`src/design/csvft_pkg.sv`:
```
`timescale 1ns / 1ps
// Shared types, character codes and helpers for the CSV field tokenizer.
package csvft_pkg;

  typedef enum logic [2:0] {
    MODE_START  = 3'd0,
    MODE_PLAIN  = 3'd1,
    MODE_QUOTED = 3'd2,
    MODE_QSEEN  = 3'd3,
    MODE_ESC    = 3'd4,
    MODE_SKIP   = 3'd5
  } mode_t;

  typedef enum logic [1:0] {
    CMD_SPACE   = 2'd0,
    CMD_CONTENT = 2'd1,
    CMD_END     = 2'd2
  } cmd_kind_t;

  typedef struct packed {
    cmd_kind_t   kind;
    logic [7:0]  data;
    logic        line_end;
    logic        dropped;
    logic        last;
  } cmd_t;

  localparam logic [1:0] QUOTE_NONE     = 2'd0;
  localparam logic [1:0] QUOTE_DOUBLE   = 2'd1;
  localparam logic [1:0] QUOTE_SINGLE   = 2'd2;
  localparam logic [1:0] QUOTE_BACKTICK = 2'd3;

  localparam logic [7:0] CHAR_NEWLINE  = 8'h0A;
  localparam logic [7:0] CHAR_SPACE    = 8'h20;
  localparam logic [7:0] CHAR_DQUOTE   = 8'h22;
  localparam logic [7:0] CHAR_SQUOTE   = 8'h27;
  localparam logic [7:0] CHAR_COMMA    = 8'h2C;
  localparam logic [7:0] CHAR_BSLASH   = 8'h5C;
  localparam logic [7:0] CHAR_BACKTICK = 8'h60;
  localparam logic [7:0] CHAR_N        = 8'h6E;

  localparam int QUEUE_PTR_W = 2;
  localparam int QUEUE_DEPTH = 1 << QUEUE_PTR_W;

  function automatic logic [7:0] quote_char(input logic [1:0] code);
    logic [7:0] ch;
    unique case (code)
      QUOTE_NONE:     ch = 8'h00;
      QUOTE_DOUBLE:   ch = CHAR_DQUOTE;
      QUOTE_SINGLE:   ch = CHAR_SQUOTE;
      QUOTE_BACKTICK: ch = CHAR_BACKTICK;
    endcase
    return ch;
  endfunction

endpackage

```
`src/design/csv_field_tokenizer.sv`:
```
`timescale 1ns / 1ps
// CSV field tokenizer top level: parser front end, command queue and output back end.
//
// Input channel: one text byte per transaction on in_byte (in_valid / in_stall).
// A newline ends the line. Output channel: one result per transaction, either a
// field content byte (byte_valid) or a field-end marker (field_end, with line_end
// on the last field of a line and space_dropped when inner whitespace was lost).
// last_of_run marks the final result caused by one input byte.
// Throughput: the front end takes one byte per cycle while the queue has room;
// after a backslash inside quotes that is not followed by 'n', the following
// byte is handled a second time while in_stall is high. The back end sends one
// result per cycle while out_stall is low. A content byte that releases k held
// whitespace bytes first waits for a read of the whitespace memory and then
// produces k + 1 results back to back; this back end rate sets the sustained
// throughput while whitespace is released. A content byte with nothing held
// reaches the output through the command queue, then the output register.
// A four-entry command queue separates the two halves, so when the receiver
// stalls the front end keeps accepting until the queue fills, then raises
// in_stall. Results are held stable while out_stall is high. Reset clears
// the parser state, the queue and out_valid; the whitespace memory needs no pass.
module csv_field_tokenizer #(
  parameter int PENDING_DEPTH = 32
) (
  input  logic       clk,
  input  logic       rst,
  input  logic       in_valid,
  output logic       in_stall,
  input  logic [7:0] in_byte,
  output logic       out_valid,
  input  logic       out_stall,
  output logic [7:0] out_byte,
  output logic       byte_valid,
  output logic       field_end,
  output logic       line_end,
  output logic       space_dropped,
  output logic       last_of_run
);

  localparam int CntW = $clog2(PENDING_DEPTH + 2);
  localparam int QW   = $bits(csvft_pkg::cmd_t) + CntW;
  localparam logic [CntW-1:0] DepthC = CntW'(PENDING_DEPTH);

  logic            f_valid, f_ready;
  csvft_pkg::cmd_t f_cmd;
  logic [CntW-1:0] f_cnt;
  logic            q_valid, q_pop;
  logic [QW-1:0]   q_data;
  csvft_pkg::cmd_t q_cmd;
  logic [CntW-1:0] q_cnt;

  csvft_front #(
    .PENDING_DEPTH(PENDING_DEPTH)
  ) u_front (
    .clk       (clk),
    .rst       (rst),
    .in_valid  (in_valid),
    .in_stall  (in_stall),
    .in_byte   (in_byte),
    .cmd_valid (f_valid),
    .cmd       (f_cmd),
    .cmd_cnt   (f_cnt),
    .cmd_ready (f_ready)
  );

  csvft_queue #(
    .WIDTH(QW)
  ) u_queue (
    .clk      (clk),
    .rst      (rst),
    .wr_valid (f_valid),
    .wr_data  ({f_cmd, f_cnt}),
    .wr_ready (f_ready),
    .rd_valid (q_valid),
    .rd_data  (q_data),
    .rd_pop   (q_pop)
  );

  assign q_cmd = csvft_pkg::cmd_t'(q_data[QW-1:CntW]);
  assign q_cnt = q_data[CntW-1:0];

  csvft_back #(
    .PENDING_DEPTH(PENDING_DEPTH)
  ) u_back (
    .clk           (clk),
    .rst           (rst),
    .cmd_valid     (q_valid),
    .cmd           (q_cmd),
    .cmd_cnt       (q_cnt),
    .cmd_pop       (q_pop),
    .out_valid     (out_valid),
    .out_stall     (out_stall),
    .out_byte      (out_byte),
    .byte_valid    (byte_valid),
    .field_end     (field_end),
    .line_end      (line_end),
    .space_dropped (space_dropped),
    .last_of_run   (last_of_run)
  );

  a_line_end_on_field_end: assert property (@(posedge clk) disable iff (rst)
    out_valid && line_end |-> field_end)
    else $error("line_end result without field_end");

  a_dropped_on_field_end: assert property (@(posedge clk) disable iff (rst)
    out_valid && space_dropped |-> field_end && !byte_valid)
    else $error("space_dropped on a content result");

  a_space_index_in_range: assert property (@(posedge clk) disable iff (rst)
    q_valid && (q_cmd.kind == csvft_pkg::CMD_SPACE) |-> q_cnt < DepthC)
    else $error("whitespace write beyond pending depth");

  a_flush_count_in_range: assert property (@(posedge clk) disable iff (rst)
    q_valid && (q_cmd.kind == csvft_pkg::CMD_CONTENT) |-> q_cnt <= DepthC)
    else $error("flush count beyond pending depth");

endmodule

```
`src/design/csvft_front.sv`:
```
`timescale 1ns / 1ps
// Front end: parses input bytes and issues space, content and field-end commands.
module csvft_front #(
  parameter int PENDING_DEPTH = 32
) (
  input  logic                                 clk,
  input  logic                                 rst,
  input  logic                                 in_valid,
  output logic                                 in_stall,
  input  logic [7:0]                           in_byte,
  output logic                                 cmd_valid,
  output csvft_pkg::cmd_t                      cmd,
  output logic [$clog2(PENDING_DEPTH + 2)-1:0] cmd_cnt,
  input  logic                                 cmd_ready
);

  localparam int CntW = $clog2(PENDING_DEPTH + 2);
  localparam logic [CntW-1:0] DepthC = CntW'(PENDING_DEPTH);
  localparam logic [CntW-1:0] OverC  = CntW'(PENDING_DEPTH + 1);

  csvft_pkg::mode_t mode, mode_next;
  logic [1:0]       open_quote, open_quote_next;
  logic             content_seen, content_seen_next;
  logic [CntW-1:0]  pending_count, pending_count_next;
  logic             overflow_seen, overflow_seen_next;
  logic             replay, replay_next;
  logic [7:0]       replay_byte;

  logic [7:0] cur_byte;
  logic [7:0] qc;
  logic       step;
  logic       is_sep;
  logic       push;
  logic       do_content;
  logic       do_end;
  logic       content_last;
  logic [7:0] content_byte;

  // A replayed byte is the one that followed a backslash other than 'n'.
  assign cur_byte  = replay ? replay_byte : in_byte;
  assign step      = (replay || in_valid) && cmd_ready;
  assign in_stall  = replay || !cmd_ready;
  assign cmd_valid = step && push;
  assign qc        = csvft_pkg::quote_char(open_quote);
  assign is_sep    = (cur_byte == csvft_pkg::CHAR_COMMA) ||
                     (cur_byte == csvft_pkg::CHAR_NEWLINE);

  always_comb begin
    mode_next          = mode;
    open_quote_next    = open_quote;
    content_seen_next  = content_seen;
    pending_count_next = pending_count;
    overflow_seen_next = overflow_seen;
    replay_next        = 1'b0;
    do_content         = 1'b0;
    do_end             = 1'b0;
    content_byte       = cur_byte;
    content_last       = 1'b1;
    push               = 1'b0;
    cmd.kind           = csvft_pkg::CMD_SPACE;
    cmd.data           = 8'h00;
    cmd.line_end       = 1'b0;
    cmd.dropped        = 1'b0;
    cmd.last           = 1'b0;
    cmd_cnt            = '0;

    unique case (mode)
      csvft_pkg::MODE_PLAIN: begin
        if (is_sep) do_end = 1'b1;
        else do_content = 1'b1;
      end
      csvft_pkg::MODE_QUOTED: begin
        if (cur_byte == csvft_pkg::CHAR_NEWLINE) do_end = 1'b1;
        else if (cur_byte == qc) mode_next = csvft_pkg::MODE_QSEEN;
        else if (cur_byte == csvft_pkg::CHAR_BSLASH) mode_next = csvft_pkg::MODE_ESC;
        else do_content = 1'b1;
      end
      csvft_pkg::MODE_QSEEN: begin
        if (cur_byte == qc) begin
          do_content   = 1'b1;
          content_byte = qc;
          mode_next    = csvft_pkg::MODE_QUOTED;
        end else begin
          mode_next = csvft_pkg::MODE_SKIP;
          do_end    = is_sep;
        end
      end
      csvft_pkg::MODE_ESC: begin
        mode_next  = csvft_pkg::MODE_QUOTED;
        do_content = 1'b1;
        if (cur_byte == csvft_pkg::CHAR_N) begin
          content_byte = csvft_pkg::CHAR_NEWLINE;
        end else begin
          // The backslash is literal; the byte itself is replayed from replay_byte.
          content_byte = csvft_pkg::CHAR_BSLASH;
          replay_next  = 1'b1;
          content_last = !((cur_byte == csvft_pkg::CHAR_NEWLINE) ||
                           ((cur_byte != qc) && (cur_byte != csvft_pkg::CHAR_BSLASH) &&
                            (cur_byte > csvft_pkg::CHAR_SPACE)));
        end
      end
      csvft_pkg::MODE_SKIP: begin
        do_end = is_sep;
      end
      default: begin
        if (is_sep) begin
          do_end = 1'b1;
        end else if (cur_byte == csvft_pkg::CHAR_DQUOTE) begin
          open_quote_next = csvft_pkg::QUOTE_DOUBLE;
          mode_next       = csvft_pkg::MODE_QUOTED;
        end else if (cur_byte == csvft_pkg::CHAR_SQUOTE) begin
          open_quote_next = csvft_pkg::QUOTE_SINGLE;
          mode_next       = csvft_pkg::MODE_QUOTED;
        end else if (cur_byte == csvft_pkg::CHAR_BACKTICK) begin
          open_quote_next = csvft_pkg::QUOTE_BACKTICK;
          mode_next       = csvft_pkg::MODE_QUOTED;
        end else begin
          mode_next  = csvft_pkg::MODE_PLAIN;
          do_content = 1'b1;
        end
      end
    endcase

    if (do_content) begin
      if (content_byte <= csvft_pkg::CHAR_SPACE) begin
        // Leading whitespace is dropped; inner whitespace waits in the back end.
        if (content_seen) begin
          if (pending_count < DepthC) begin
            push               = 1'b1;
            cmd.kind           = csvft_pkg::CMD_SPACE;
            cmd.data           = content_byte;
            cmd_cnt            = pending_count;
            pending_count_next = pending_count + CntW'(1);
          end else begin
            pending_count_next = OverC;
          end
        end
      end else begin
        push     = 1'b1;
        cmd.kind = csvft_pkg::CMD_CONTENT;
        cmd.data = content_byte;
        cmd.last = content_last;
        if (pending_count > DepthC) begin
          cmd_cnt            = DepthC;
          overflow_seen_next = 1'b1;
        end else begin
          cmd_cnt = pending_count;
        end
        pending_count_next = '0;
        content_seen_next  = 1'b1;
      end
    end

    if (do_end) begin
      push               = 1'b1;
      cmd.kind           = csvft_pkg::CMD_END;
      cmd.line_end       = (cur_byte == csvft_pkg::CHAR_NEWLINE);
      cmd.dropped        = overflow_seen;
      cmd.last           = 1'b1;
      mode_next          = csvft_pkg::MODE_START;
      open_quote_next    = csvft_pkg::QUOTE_NONE;
      content_seen_next  = 1'b0;
      pending_count_next = '0;
      overflow_seen_next = 1'b0;
    end
  end

  always_ff @(posedge clk) begin
    if (rst) begin
      mode          <= csvft_pkg::MODE_START;
      open_quote    <= csvft_pkg::QUOTE_NONE;
      content_seen  <= 1'b0;
      pending_count <= '0;
      overflow_seen <= 1'b0;
      replay        <= 1'b0;
    end else if (step) begin
      mode          <= mode_next;
      open_quote    <= open_quote_next;
      content_seen  <= content_seen_next;
      pending_count <= pending_count_next;
      overflow_seen <= overflow_seen_next;
      replay        <= replay_next;
    end
  end

  always_ff @(posedge clk) begin
    if (step) begin
      replay_byte <= cur_byte;
    end
  end

endmodule

```
`src/design/csvft_queue.sv`:
```
`timescale 1ns / 1ps
// Small command queue between the front end and the back end.
module csvft_queue #(
  parameter int WIDTH = 19
) (
  input  logic             clk,
  input  logic             rst,
  input  logic             wr_valid,
  input  logic [WIDTH-1:0] wr_data,
  output logic             wr_ready,
  output logic             rd_valid,
  output logic [WIDTH-1:0] rd_data,
  input  logic             rd_pop
);

  localparam int PtrW = csvft_pkg::QUEUE_PTR_W;
  localparam logic [PtrW:0] FullC = (PtrW + 1)'(csvft_pkg::QUEUE_DEPTH);

  logic [WIDTH-1:0] slots [csvft_pkg::QUEUE_DEPTH];
  logic [PtrW-1:0]  wr_ptr, rd_ptr;
  logic [PtrW:0]    fill;
  logic             push, pop;

  assign wr_ready = (fill != FullC);
  assign rd_valid = (fill != '0);
  assign rd_data  = slots[rd_ptr];
  assign push     = wr_valid && wr_ready;
  assign pop      = rd_pop && rd_valid;

  always_ff @(posedge clk) begin
    if (rst) begin
      wr_ptr <= '0;
      rd_ptr <= '0;
      fill   <= '0;
    end else begin
      if (push) wr_ptr <= wr_ptr + PtrW'(1);
      if (pop) rd_ptr <= rd_ptr + PtrW'(1);
      if (push && !pop) fill <= fill + (PtrW + 1)'(1);
      else if (pop && !push) fill <= fill - (PtrW + 1)'(1);
    end
  end

  always_ff @(posedge clk) begin
    if (push) begin
      slots[wr_ptr] <= wr_data;
    end
  end

endmodule

```
`src/design/csvft_back.sv`:
```
`timescale 1ns / 1ps
// Back end: holds pending whitespace, flushes it before content and drives the result register.
module csvft_back #(
  parameter int PENDING_DEPTH = 32
) (
  input  logic                                 clk,
  input  logic                                 rst,
  input  logic                                 cmd_valid,
  input  csvft_pkg::cmd_t                      cmd,
  input  logic [$clog2(PENDING_DEPTH + 2)-1:0] cmd_cnt,
  output logic                                 cmd_pop,
  output logic                                 out_valid,
  input  logic                                 out_stall,
  output logic [7:0]                           out_byte,
  output logic                                 byte_valid,
  output logic                                 field_end,
  output logic                                 line_end,
  output logic                                 space_dropped,
  output logic                                 last_of_run
);

  localparam int CntW = $clog2(PENDING_DEPTH + 2);
  localparam int IdxW = (PENDING_DEPTH > 1) ? $clog2(PENDING_DEPTH) : 1;

  logic [7:0]      pending_space [PENDING_DEPTH];
  logic [7:0]      rd_data;
  logic            rd_en;
  logic [CntW-1:0] rd_addr;
  logic [CntW-1:0] fl_cnt, fl_cnt_next, fl_cnt_inc;
  logic            rd_ok, rd_ok_next;
  logic            advance;
  logic            load;
  logic [7:0]      load_byte;
  logic            load_bv, load_fe, load_le, load_sd, load_last;

  assign advance    = !out_valid || !out_stall;
  assign fl_cnt_inc = fl_cnt + CntW'(1);

  // fl_cnt counts pending bytes already sent for the content command at the head;
  // rd_ok means rd_data holds entry fl_cnt.
  always_comb begin
    cmd_pop     = 1'b0;
    load        = 1'b0;
    load_byte   = 8'h00;
    load_bv     = 1'b0;
    load_fe     = 1'b0;
    load_le     = 1'b0;
    load_sd     = 1'b0;
    load_last   = 1'b0;
    rd_en       = 1'b0;
    rd_addr     = fl_cnt;
    fl_cnt_next = fl_cnt;
    rd_ok_next  = rd_ok;
    if (cmd_valid) begin
      unique case (cmd.kind)
        csvft_pkg::CMD_SPACE: begin
          cmd_pop = 1'b1;
        end
        csvft_pkg::CMD_END: begin
          if (advance) begin
            load      = 1'b1;
            load_fe   = 1'b1;
            load_le   = cmd.line_end;
            load_sd   = cmd.dropped;
            load_last = cmd.last;
            cmd_pop   = 1'b1;
          end
        end
        csvft_pkg::CMD_CONTENT: begin
          if (fl_cnt == cmd_cnt) begin
            if (advance) begin
              load        = 1'b1;
              load_byte   = cmd.data;
              load_bv     = 1'b1;
              load_last   = cmd.last;
              cmd_pop     = 1'b1;
              fl_cnt_next = '0;
              rd_ok_next  = 1'b0;
            end
          end else if (!rd_ok) begin
            rd_en      = 1'b1;
            rd_addr    = fl_cnt;
            rd_ok_next = 1'b1;
          end else if (advance) begin
            load        = 1'b1;
            load_byte   = rd_data;
            load_bv     = 1'b1;
            fl_cnt_next = fl_cnt_inc;
            if (fl_cnt_inc != cmd_cnt) begin
              rd_en   = 1'b1;
              rd_addr = fl_cnt_inc;
            end else begin
              rd_ok_next = 1'b0;
            end
          end
        end
        default: begin
          cmd_pop = 1'b1;
        end
      endcase
    end
  end

  always_ff @(posedge clk) begin
    if (cmd_valid && (cmd.kind == csvft_pkg::CMD_SPACE)) begin
      pending_space[cmd_cnt[IdxW-1:0]] <= cmd.data;
    end
    if (rd_en) begin
      rd_data <= pending_space[rd_addr[IdxW-1:0]];
    end
  end

  always_ff @(posedge clk) begin
    if (rst) begin
      fl_cnt    <= '0;
      rd_ok     <= 1'b0;
      out_valid <= 1'b0;
    end else begin
      fl_cnt <= fl_cnt_next;
      rd_ok  <= rd_ok_next;
      if (advance) out_valid <= load;
    end
  end

  always_ff @(posedge clk) begin
    if (load) begin
      out_byte      <= load_byte;
      byte_valid    <= load_bv;
      field_end     <= load_fe;
      line_end      <= load_le;
      space_dropped <= load_sd;
      last_of_run   <= load_last;
    end
  end

endmodule
```
`config.mk`:
```
export PLATFORM = sky130hd
export DESIGN_NAME = csv_field_tokenizer
export DESIGN_NICKNAME = d
export VERILOG_FILES = /design/src/design/csvft_pkg.sv /design/src/design/csv_field_tokenizer.sv /design/src/design/csvft_front.sv /design/src/design/csvft_queue.sv /design/src/design/csvft_back.sv
export SDC_FILE = /design/constraint.sdc
export NUM_CORES = 1
export LEC_CHECK = 0
export BUFFER_PORTS_ARGS = -buffer_cell sky130_fd_sc_hd__buf_2
export CAP_MARGIN = 5
export CORE_ASPECT_RATIO = 0.75
export CORE_MARGIN = 10
export CORE_UTILIZATION = 48
export DETAILED_ROUTE_END_ITERATION = 10
export PLACE_DENSITY = 0.67
export SLEW_MARGIN = 30
export SYNTH_ARGS = -nofsm -noshare
export SYNTH_HDL_FRONTEND = slang
export SYNTH_SLANG_ARGS = --single-unit
export TNS_END_PERCENT = 1
```
`constraint.sdc`:
```
create_clock -name clk -period 4.98 [get_ports clk]
set_clock_uncertainty 0.15 [all_clocks]
set_input_delay 0.996 -clock clk [delete_from_list [all_inputs] [get_ports clk]]
set_output_delay 0.996 -clock clk [all_outputs]
set_load 0.05 [all_outputs]
```
# Word-level counts from Yosys, hierarchy flattened
# Memories as Yosys holds them, arrays and structs flattened. A register that Yosys moved wholly into a read port is not among the register bits.
# Cells that the tools add are included.
[op_classes] order_cmp=4 reduce_logical=40 mux=112 add_sub_neg=6 eq_ne=32
[ops] op="6-bit two-way mux" n=14
[ops] op="8-bit two-way mux" n=7
[ops] op="1-bit two-way mux" n=52
[ops] op="3-bit two-way mux" n=11
[ops] op="8-bit case mux with 4 select lines" n=1
[ops] op="10-bit two-way mux" n=3
[ops] op="5-bit two-way mux" n=6
[ops] op="8-bit by 6-bit == test with 1-bit output (second input constant)" n=3
[ops] op="8-bit by 7-bit == test with 1-bit output (second input constant)" n=3
[ops] op="2-bit two-way mux" n=10
[ops] op="8-bit case mux with 2 select lines" n=1
[ops] op="6-bit by 1-bit adder with 6-bit output (second input constant)" n=2
[ops] op="3-bit case mux with 4 select lines" n=1
[ops] op="3-bit AND reduction" n=4
[ops] op="4-bit AND reduction" n=3
[ops] op="1-bit logical AND" n=9
[ops] op="8-bit by 4-bit == test with 1-bit output (second input constant)" n=1
[ops] op="8-bit == test" n=1
[ops] op="8-bit by 6-bit greater-than comparator with 1-bit output (second input constant)" n=1
[ops] op="8-bit by 6-bit less-or-equal comparator with 1-bit output (second input constant)" n=1
[ops] op="2-bit by 1-bit inequality test with 1-bit output (second input constant)" n=4
[ops] op="8-bit by 7-bit inequality test with 1-bit output (second input constant)" n=1
[ops] op="8-bit inequality test" n=1
[ops] op="2-bit nonzero test" n=4
[ops] op="other kinds (31)" n=50
[word_totals] register_bits=50 inputBits=12 mem_bits_rw=332 elab_cells=215 mem_count=2
[memory_table] memory="u_back.pending_space" depth=32 word_bits=8 rd=1 rd_clocked_by_memory_dff=1 wr=1 line="csvft_back.sv:25" rtl="logic [7:0] pending_space [PENDING_DEPTH];"
[memory_table] memory="u_queue.slots" depth=4 word_bits=19 rd=1 rd_clocked_by_memory_dff=1 wr=1 line="csvft_queue.sv:19" rtl="logic [WIDTH-1:0] slots [csvft_pkg::QUEUE_DEPTH];"

# Longest topological paths before layout
[logic_depth] word_depth=15 mapped_depth=19 mapped_depth_nobuf=18

# Cells and area by module
# A second synthesis with hierarchy kept.
[unflattened] cells_unflattened=1243 area_unflattened_um2=17072.6
[by_module_without_submodules] mod="csvft_back" cells_per_inst=863 n_inst=1 area_each_um2=11975.2 seq_area_each_um2=8478.1
[by_module_without_submodules] mod="csvft_queue" cells_per_inst=147 n_inst=1 area_each_um2=3250.6 seq_area_each_um2=2462.4
[by_module_without_submodules] mod="csvft_front" cells_per_inst=233 n_inst=1 area_each_um2=1846.8 seq_area_each_um2=520.5

# Worst setup path after synthesis
# Ideal clock, no wire load.
[synth_timing] path_type="input to register" from="in in_byte[2]" to="reg u_queue.fill[2]" slack_ps=350 arrival_time_ps=4410 stages=15 t_required_ps=4760 path_cell_list="or3_1 -> a2111oi_0 -> o211a_1 -> nand3_1 -> o221ai_1 -> o31ai_1 -> a21oi_1 -> o31ai_1 -> inv_1 -> ha_1 -> inv_1 -> fa_1 -> xor2_1 -> or3_1 -> a21oi_1"
[synth_via] elab_chain_len=14
[synth_rtl] element="start, declared" line="csv_field_tokenizer.sv:28" rtl="input logic [7:0] in_byte,"
[synth_rtl] element="8-bit two-way mux *" line="csvft_front.sv:40" rtl="assign cur_byte = replay ? replay_byte : in_byte;"
[synth_rtl] element="parallel branches: the longest is 7 deep, another holds 8-bit by 6-bit less-or-equal comparator with 1-bit output"
[synth_rtl] element="1-bit two-way mux *" line="csvft_front.sv:154" rtl="if (do_end) begin"
[synth_rtl] element="1-bit logical AND *" line="csvft_front.sv:43" rtl="assign cmd_valid = step && push;"
[synth_rtl] element="1-bit logical AND *" line="csvft_queue.sv:27" rtl="assign push = wr_valid && wr_ready;"
[synth_rtl] element="net u_queue.push" line="csvft_queue.sv:22" rtl="logic push, pop;"
[synth_rtl] element="1-bit zero test" line="csvft_queue.sv:39" rtl="else if (pop && !push) fill <= fill - (PtrW + 1)'(1);"
[synth_rtl] element="1-bit logical AND" line="csvft_queue.sv:39"
[synth_rtl] element="2-bit nonzero test (no source line)"
[synth_rtl] element="end signal, assigned" line="csvft_queue.sv:38" rtl="if (push && !pop) fill <= fill + (PtrW + 1)'(1);"
[synth_rtl] element="end signal, assigned" line="csvft_queue.sv:39"
[synth_rtl] element="end, declared" line="csvft_queue.sv:21" rtl="logic [PtrW:0] fill;"
# Mark *: on every way through the listed nets, which the timed path passes.
# A chain may end at the register's enable or synchronous reset.

==> results.md <==
- Leakage: 6.47 nW
- I/O pins: 27
- Achievable clock frequency: 0.208 GHz
- Clk root buf: clkbuf_16
- CTS tree: yes
- Layout cells sized above 1: 15.5%
- Area of the core: 36900 sq um
- Post-synth EDFFs: 361
- Synthesized Nets: 1373
- Largest net degree at the start of global routing: 68
- Rel. slew slack: 35.3%
- Pre-CTS setup slack: 0.119 ns
- Netlist Area Pre-Place: 17900 sq um
- Hold buffer count at CTS: 0
- CP Max Fanout: 10
- Cts repair resizes: 0
- Post-Synthesis Mean Instance Area: 13.3 sq um
- Half-perimeter wire length after placement: 30800 um
- Critical Path, Cell by Cell: buf_12 > mux4_2 > xnor2_1 > nor4_1 > o2111a_2 > nor2_4 > xnor2_4 > buf_4 > nand2_1 > o211a_1 > nor4b_1 > a211oi_2
- Status: finished, final reports clean
- DR pass1 iterations: 6
- Worst hold path class: flop to flop
- Async S/R FF share, synth: 0%
- Worst slew pin tran: 0.968 ns
- Synth cell types: 74
- RSZ-0062 raised after global routing: no
- First-pass GRT wire length: 71400 um
- Fill cells: 2983
- TNS Setup: 0 ns
- Starting density of the core: 48.5%
- Site Rows: 61
- Initial drt markers: 1377
- Nature of the critical path endpoint: flop
- Maximum level of the CTS H-tree: 2
- Sink Count: 392
- Post-Route WL: 46600 um
- Total track usage: 20.1%
- PortBufs: 26
- Antenna violations before repair: 0
- RePlAce Congestion: 0.899
- Minimum clock period: 4.80 ns
- Wire length per cell: 24.1 um
- DRT antenna net count: 0
- Vias in the first global route: 11.7k
- #FFs+latches synth: 392
- CP required: 5.10 ns
- GR Overflow Total: 0
- Seq/Total Area, Yosys: 64.2%
- Period utilisation layout: 96.5%
- Maxcap violations: 0
- Fin. Hold Viols: 0
- DIE AREA: 45400 sq um
- Clk_lat worst skew: 0.55 ns
- Ys Warns: 0
- Post CTS Setup Buffer Count: 0
- Worst VDD drop: 0.000225 V
- Die Wd: 243 um
- Path type of the worst setup path: flop to flop
- DRC viols: 0
- Layout area overhead: 12.9%
- # setup viols final: 0
- Clock Path Buffers: 3
- Synthesized instance count: 1346
- Via density: 6.19
- Arrival @ worst endpoint: 4.93 ns
- Final critical-path setup slack: 0.175 ns
- Most common flop cell mapped by yosys: edfxtp_1
- Die Y: 187 um
- Total Nets Final: 1425
- Highest-delay cell along the critical path: nor4b_1
- Vias: 12.0k
- Startpoint Class: flop
- Clock slew at reported path FFs: 0.06 ns
- Cell Pwr Density: 455 nW/um^2
- Cts bufs inserted: 39
- Final Max Tran Viols: 0
- ANT cells: 0
- Worst path max stage delay: 0.79 ns
-- cells by family (layout without fill, tap and decap cells) --
logic type	Yosys count	count (layout)	synth area share [%]
XOR/XNOR	26	26	1.42
flip-flops	392	392	64.2
multiplexers	129	129	9.27
AO/OA/AOI/OAI	270	270	10.4
buffers and inverters	114	197	2.54
AND/OR/NAND/NOR	400	400	11.1
adder cells (fa/ha/maj)	15	15	1.09
-- synthesized netlist by cell type, types with 10 or more instances --
cell	count	share of area [%]
edfxtp_1	361	61
clkbuf_1	53	1.1
o211ai_1	23	0.97
and3_1	10	0.35
nor4_1	11	0.39
or3_1	19	0.67
a31oi_1	25	0.88
and2_1	15	0.53
xnor2_1	17	0.83
nor3_1	25	0.70
buf_2	14	0.39
a2111oi_0	19	0.93
a211oi_1	15	0.63
o21ai_0	49	1.4
dfxtp_1	31	3.5
mux4_2	27	3.4
nand2_1	113	2.4
nand3_1	45	1.3
buf_1	10	0.21
nor2b_1	20	0.70
nor2_1	85	1.8
inv_1	35	0.74
nand4_1	13	0.46
mux2i_1	81	4.5
o221ai_1	12	0.59
a21oi_1	43	1.2
mux2_2	21	1.3
ha_1	14	0.98
o22ai_1	26	0.91
-- power by group --
| group | internal, mW | switching (mW) | total, mW |
|---|---|---|---|
| clock | 1.70 | 1.28 | 2.98 |
| combinational | 0.560 | 1.37 | 1.93 |
| sequential | 4.14 | 0.119 | 4.26 |
| total | 6.40 | 2.76 | 9.17 |
-- final timing paths --
path                                       from                            endpoint  slack [ns]  cells past startpoint
max                                        flop         u_back.rd_data[4]$_DFFE_PP_        0.18                     12
min          u_front.overflow_seen$_SDFFE_PP0P_  u_front.overflow_seen$_SDFFE_PP0P_        0.36                      2
max reg2reg                                flop         u_back.rd_data[4]$_DFFE_PP_        0.18                     12
min reg2reg  u_front.overflow_seen$_SDFFE_PP0P_  u_front.overflow_seen$_SDFFE_PP0P_        0.36                      2
-- through the flow --
stage	cells	power, mW	instance area [sq um]	utilization (%)	hold WS [ns]
after floorplan	1346	5.48	17900	-	0.267
after global placement	1861	6.19	18900	51.2	0.335
after detailed placement	1861	6.23	18900	51.2	0.347
after CTS	1933	9.19	20200	54.7	0.356
after global routing	1933	9.50	20200	54.7	0.379
final	1933	9.17	20200	54.7	0.358
-- cell type report --
type                       count  area (sq um)  share of cell area, %
timing repair buffer          89           653                   3.24
clock buffer                  49          1030                   5.13
tap                          504           631                   3.13
sequential                   392         11500                   56.9
inverter                      36           135                  0.670
clock inverter                23           249                   1.24
multi-input combinational    840          5990                   29.7
-- registers in the layout, indices dropped and copies added (netlist names), 2 cells and up, named ones only --
name,count
u_back.fl_cnt,6
u_back.out_byte,8
u_back.pending_space,256
u_back.rd_data,8
u_front.mode,3
u_front.open_quote,2
u_front.pending_count,6
u_front.replay_byte,8
u_queue.fill,3
u_queue.rd_ptr,2
u_queue.slots,76
u_queue.wr_ptr,2
-- layout by cell type (no fill, tap or decap), drive strengths merged, types with 7 or more instances in the layout --
| master | n |
|---|---|
| clkinv | 14 |
| mux2i | 81 |
| o211a | 7 |
| edfxtp | 361 |
| a211oi | 16 |
| inv | 39 |
| or3 | 19 |
| xnor2 | 18 |
| a31oi | 25 |
| nor2 | 86 |
| nand3 | 45 |
| nor2b | 20 |
| ha | 14 |
| a311oi | 9 |
| buf | 89 |
| xor2 | 8 |
| o211ai | 23 |
| and3 | 10 |
| dfxtp | 31 |
| a2111oi | 19 |
| o21ai | 51 |
| a21oi | 43 |
| nor3 | 26 |
| nor4 | 11 |
| mux4 | 27 |
| nand2b | 9 |
| o221ai | 12 |
| clkbuf | 49 |
| mux2 | 21 |
| and2 | 16 |
| nand4 | 13 |
| nand2 | 115 |
| o22ai | 26 |
-- worst max-delay path, delay by kind of cell, from the launching register on --
kind | cells | cell delay (ns)
multiplexers | 1 | 0.50
buffers and inverters | 2 | 0.46
XOR/XNOR | 2 | 0.68
AO/OA/AOI/OAI | 3 | 0.72
flip-flops | 1 | 0.53
AND/OR/NAND/NOR | 4 | 1.48
-- per-layer routing --
layer,track usage (%),vias up,wire [um]
li1,-,5364,-
met5,0,-,0
met1,28.9,5954,20600
met2,29.3,575,20300
met3,5.42,79,4690
met4,5.61,0,1030
(Power assumes the default switching activity.)
